==> config.mk <==
export PLATFORM = sky130hd
export DESIGN_NAME = ksr_sqrt
export DESIGN_NICKNAME = d
export VERILOG_FILES = /design/src/hw/rtl/assert_macros.svh /design/src/hw/rtl/ksr_pkg.sv /design/src/hw/rtl/ksr_sqrt.sv
export SDC_FILE = /design/constraint.sdc
export NUM_CORES = 2
export LEC_CHECK = 0
export BUFFER_PORTS_ARGS = -buffer_cell sky130_fd_sc_hd__buf_2
export CAP_MARGIN = 10
export CELL_PAD_IN_SITES_DETAIL_PLACEMENT = 2
export CELL_PAD_IN_SITES_GLOBAL_PLACEMENT = 2
export CORE_ASPECT_RATIO = 1.4
export CORE_UTILIZATION = 45
export CTS_CLUSTER_DIAMETER = 60
export DETAILED_ROUTE_END_ITERATION = 10
export PLACE_DENSITY = 0.83
export SYNTH_ARGS = -nofsm -noshare
export SYNTH_HDL_FRONTEND = slang
export SYNTH_MEMORY_MAX_BITS = 65536
export SYNTH_SLANG_ARGS = --single-unit
==> constraint.sdc <==
create_clock -name clk_i -period 8.7 [get_ports clk_i]
set_clock_uncertainty 0.1 [all_clocks]
set_input_delay 0 -clock clk_i [delete_from_list [all_inputs] [get_ports clk_i]]
set_output_delay 0 -clock clk_i [all_outputs]
set_load 0.05 [all_outputs]
==> src/hw/rtl/assert_macros.svh <==
// Assertion macros for the RTL.
`ifndef ASSERT_MACROS_SVH
`define ASSERT_MACROS_SVH

// Clocked check, masked during reset.
`define KSR_ASSERT(name, clk, rst_n, prop, msg) \
  name: assert property (@(posedge clk) disable iff (!rst_n) prop) else $error(msg);

// Clocked check that also holds during reset.
`define KSR_ASSERT_ALWAYS(name, clk, prop, msg) \
  name: assert property (@(posedge clk) prop) else $error(msg);

`endif

==> src/hw/rtl/ksr_pkg.sv <==
// Shared constants and types of the Kerr-Schild radius unit.
package ksr_pkg;
  localparam int unsigned CoordW         = 32;
  localparam int unsigned SpinW          = 17;
  localparam int unsigned RadiusW        = 32;
  localparam int unsigned FracBitsDef    = 16;
  localparam int unsigned ApbAddrW       = 3;
  localparam int unsigned ApbDataW       = 32;
  localparam int unsigned SqW            = 64;
  localparam int unsigned InnerW         = 128;

  localparam logic [ApbAddrW-1:0] AddrSpinSq = 3'd0;

  typedef logic [CoordW-1:0]  coord_t;
  typedef logic [SpinW-1:0]   spin_t;
  typedef logic [RadiusW-1:0] radius_t;
  typedef logic [SqW-1:0]     sq_t;
  typedef logic [InnerW-1:0]  inner_t;

  typedef struct packed {
    logic valid;
    logic en;
  } pipe_ctl_t;
endpackage

==> src/hw/rtl/ksr_sqrt.sv <==
// Pipelined truncated integer square root, one result bit per stage.
module ksr_sqrt #(
  parameter int unsigned N  = 32,
  parameter int unsigned SW = 1
) (
  input  logic               clk_i,
  input  logic               rst_ni,
  input  ksr_pkg::pipe_ctl_t ctl_i,
  input  logic [2*N-1:0]     rad_i,
  input  logic [SW-1:0]      side_i,
  output logic               valid_o,
  output logic [N-1:0]       root_o,
  output logic [SW-1:0]      side_o
);
  import ksr_pkg::*;

  logic [N-1:0]   vld_q;
  logic [N+1:0]   rem_q  [N];
  logic [N-1:0]   root_q [N];
  logic [2*N-1:0] rad_q  [N];
  logic [SW-1:0]  side_q [N];

  for (genvar k = 0; k < N; k++) begin : g_stg
    logic [N+1:0]   rem_in, r2, trial;
    logic [N-1:0]   root_in;
    logic [2*N-1:0] rad_in;
    logic [SW-1:0]  side_in;
    logic           vld_in;

    if (k == 0) begin : g_first
      assign rem_in  = '0;
      assign root_in = '0;
      assign rad_in  = rad_i;
      assign side_in = side_i;
      assign vld_in  = ctl_i.valid;
    end else begin : g_next
      assign rem_in  = rem_q[k-1];
      assign root_in = root_q[k-1];
      assign rad_in  = rad_q[k-1];
      assign side_in = side_q[k-1];
      assign vld_in  = vld_q[k-1];
    end

    assign r2    = {rem_in[N-1:0], rad_in[2*N-1:2*N-2]};
    assign trial = {root_in, 2'b01};

    always_ff @(posedge clk_i or negedge rst_ni) begin
      if (!rst_ni) begin
        vld_q[k] <= 1'b0;
      end else if (ctl_i.en) begin
        vld_q[k] <= vld_in;
      end
    end

    always_ff @(posedge clk_i) begin
      if (ctl_i.en) begin
        rad_q[k]  <= rad_in << 2;
        side_q[k] <= side_in;
        if (r2 >= trial) begin
          rem_q[k]  <= r2 - trial;
          root_q[k] <= {root_in[N-2:0], 1'b1};
        end else begin
          rem_q[k]  <= r2;
          root_q[k] <= {root_in[N-2:0], 1'b0};
        end
      end
    end
  end

  assign valid_o = vld_q[N-1];
  assign root_o  = root_q[N-1];
  assign side_o  = side_q[N-1];
endmodule

==> summary.md <==
| Metric | Value |
|---|---|
| Clock transition at path regs | `70 ps` |
| Die area | `263000 um^2` |
| Relative slew slack | `approximately an eighth` |
| Area Growth Syn to Fin | `12.5%` |
| Gpl congestion | `roughly 0.9` |
| Clock root buffer | `clkbuf_16` |
| Die width | `between 400 and 500 um` |
| H-tree levels | `5` |
| Maximum fanout along the worst path | `20` |
| Met1 wire length | `between 100000 and 150000 um` |
| Peak VDD IR | `0.215 mV` |
| Worst-path cell chain | `ha_1 > and2_1 > nand4_1 > o41ai_1 > o21ai_0 > o21a_2 > inv_1 > nand3_1 > nor4_1 > xor2_1` |
| Fin crit period | `slightly below 5000 ps` |
| Largest net degree at the start of global routing | `roughly 180` |
| CTS Buffer Depth | `4` |
| Initial antenna violation count | `7` |
| DRT Pass-1 Iters | `7` |
| Row cnt | `approximately 220` |
| Period utilization | `between 50% and 60%` |
| Sequential element share of the synthesized area | `between 60% and 70%` |
| Tightest Hold Check Type | `primary input to register` |
| Ys async rst share | `1.27%` |
| Port Buf Inserts | `102` |
| FF+latch count, synth | `2529` |
| Syn Inst Count | `9023` |
| Synthesized cell area | `about 120000 um^2` |
| Reg2Reg Capture Point | `rem_q[0][463]$_DFFE_PP_` |
| Yosys cell types | `between 90 and 100` |
| Setup TNS | `0 ps` |
| Worst Path Required | `between 9000 and 10000 ps` |
| Top FF cell, synth | `edfxtp_1` |
| CP endpoint kind | `register` |
| Crit. Startpoint | `rem_q[0][415]$_DFFE_PP_` |
| Global-route wire length before repair | `around 590000 um` |
| Worst-Margin Slew | `1270 ps` |
| Reg2reg setup slack | `roughly 3800 ps` |
| Max Transition Viols Final | `0` |
| Worst EP arrival | `5390 ps` |
| Final WL | `397000 um` |
| Post-DP HPWL | `between 200000 and 300000 um` |
| RSZ-0062 raised after global routing | `no` |
| Drt via density | `just under 6` |
| Core area | `259000 um^2` |
| F_max | `between 0.2 and 0.25 GHz` |
| Initial DRC Count | `roughly 5200` |
| Commonest non-fill, non-tap cell in the layout | `edfxtp_1` |
| FF-to-FF path depth | `10` |
| Worst Setup EP | `rem_q[0][463]$_DFFE_PP_` |
| Cell Pwr Density | `286 nW/um^2` |
| Synth warn | `0` |
| Wire length on met3 | `~15000 um` |
| CTS tree | `done` |
| Leading cell types in the layout, fill and taps excluded | `edfxtp_1 (2496), nand2_1 (696), inv_1 (690), o21ai_0 (580), ha_1 (562)` |
| Syn nets | `between 9000 and 10000` |
| CTS Buf Count | `270` |
| Crit path launch type | `register` |
| Routed length per instance | `30.4 um` |
| Met2 wire length | `217000 um` |
| Max Used Layer | `met5` |
| Initial Util | `a little under half` |
| Hold Vio Cnt, Final | `0` |
| GR Util All Layers | `approximately 30%` |
| Crit path kind | `register to register` |
| Cell leakage power | `~50 nW` |
| Clock latency on the worst-skew pair | `about 900 ps` |
| Share of cells above drive strength 1 | `under 10%` |
| Max Cap Violations | `0` |
| Overflow left after global routing | `0` |
| Worst r2r src | `rem_q[0][415]$_DFFE_PP_` |
| Routed vias | `roughly 78000` |
| Number of global-route vias before repair | `~89000` |
| Worst path max stage delay | `700 ps` |
| Die Height | `between 600 and 700 um` |
| Post-cts sizing count | `0` |
| Fin area | `132000 um^2` |
| # setup viols final | `0` |
| Post-synthesis average cell area | `between 10 and 15 um^2` |
| Outcome | `finished, final reports clean` |
| Post-synth EDFFs | `2496` |
| Post-CTS setup buffers | `0` |
| Slowest CP cell | `o41ai_1` |
| IO Pins | `103` |
| Post-route DRC | `0` |
| Nets | `10000` |
| Dpl cell area | `122000 um^2` |
| CTS sink cnt | `2529` |
| Antenna viol nets, final | `0` |
==> stage by stage <==
step | hold WS [ps] | total power [mW] | utilization [%] | instances | setup WS [ps]
5_1_grt | 150 | 39.0 | 50.9 | 13000 | 3760
2_1_floorplan | -396 | 22.1 | - | 9023 | 5200
4_1_cts | 96.6 | 37.7 | 50.9 | 13000 | 3850
3_5_place_dp | -23.9 | 25.6 | 47.1 | 12400 | 4100
3_3_place_gp | -39.2 | 24.6 | 47.1 | 12400 | 4360
6_report | 160 | 37.7 | 50.9 | 13000 | 3820
==> synth_stat cells, drive strengths merged (13+ instances only) <==
library cell,n,area share [%]
or3,98,0.53
nor3b,15,0.096
nand4b,17,0.13
dfrtp,32,0.68
a41oi,13,0.097
nand4,93,0.50
nor4,126,0.68
buf,32,0.13
o21bai,45,0.29
o21ai,583,2.5
inv,691,2.2
edfxtp,2496,64
nor2,438,1.4
o21a,93,0.60
nor4b,32,0.24
ha,562,6.0
nor3,234,1.0
o211ai,26,0.17
clkbuf,179,0.57
a31oi,59,0.31
or4,49,0.32
nand3,158,0.69
o41ai,14,0.10
a2111oi,26,0.19
nand3b,26,0.17
or2,39,0.21
a211oi,59,0.38
o31ai,35,0.22
a21oi,438,1.9
xor2,416,3.1
nand2b,115,0.61
a21o,239,1.5
and2,42,0.22
a21boi,17,0.11
mux2,108,1.0
and3,52,0.28
a211o,26,0.19
nand2,696,2.2
mux2i,13,0.11
xnor2,374,2.8
and4,13,0.097
nor2b,66,0.35
==> registers in the layout, indices dropped and copies added, names as in the netlist <==
register / cells
valid_o: 1
g_stg.vld_in: 31
rad_q: 992
root_q: 528
side_q: 32
rem_q: 945
==> timing repair <==
action	in CTS	in global routing
endpoints found under the hold margin	382	0
hold buffers	139	0
setup endpoints to repair	0	0
==> cells by family (layout without fill, tap and decap cells) <==
group | count (synthesis) | after routing | share of synthesized area (%)
compound gates | 1793 | 1793 | 9.48
mux | 121 | 121 | 1.16
xor+xnor | 790 | 790 | 5.90
other cells | 0 | 5 | 0
buf+inv | 902 | 1467 | 2.91
simple gates | 2326 | 2326 | 9.90
flops | 2529 | 2529 | 64.6
fa+ha+maj | 562 | 562 | 6.00
==> worst max-delay path, delay by kind of cell, from the launching register on <==
| family | cells | cell delay (ps) |
|---|---|---|
| buf+inv | 1 | 660 |
| simple gates | 4 | 1390 |
| xor+xnor | 1 | 150 |
| flops | 1 | 500 |
| compound gates | 3 | 1310 |
| fa+ha+maj | 1 | 470 |
==> routing by layer <==
layer  vias to the layer above  global-route usage (%)
met4                         8                    22.3
met2                      2471                    57.1
met1                     40000                    29.0
li1                      34100                       -
met3                      1330                    4.11
met5                         -                       0
==> where the power goes <==
part	leakage [nW]	internal (mW)	switching [mW]
sequential	24.5	15.5	1.45
clock	4.08	6.49	5.22
combinational	21.2	3.31	5.74
==> cell type report <==
type	instances	area (um^2)
antenna	5	12.5
clock buffer	326	7090
clock inverter	142	1360
fill	24400	127000
inverter	691	2590
multi-input combinational	5592	38100
sequential	2529	75800
tap	3456	4320
timing repair buffer	308	2510
==> worst min path at each step <==
stage                  start                      endpoint  slack (ps)  cells after the start
floorplan             rst_ni  g_stg[10].vld_in$_DFFE_PN0P_        -400                      0
finish              ctl_i[0]       rem_q[0][464]$_DFFE_PP_         160                      2
global route        ctl_i[0]       rem_q[0][464]$_DFFE_PP_         150                      2
global placement      rst_ni   g_stg[3].vld_in$_DFFE_PN0P_         -40                      1
detailed placement    rst_ni   g_stg[3].vld_in$_DFFE_PN0P_         -20                      1
CTS                 ctl_i[0]        rad_q[7][35]$_DFFE_PP_         100                      2
Power figures use the tool's default switching activity.
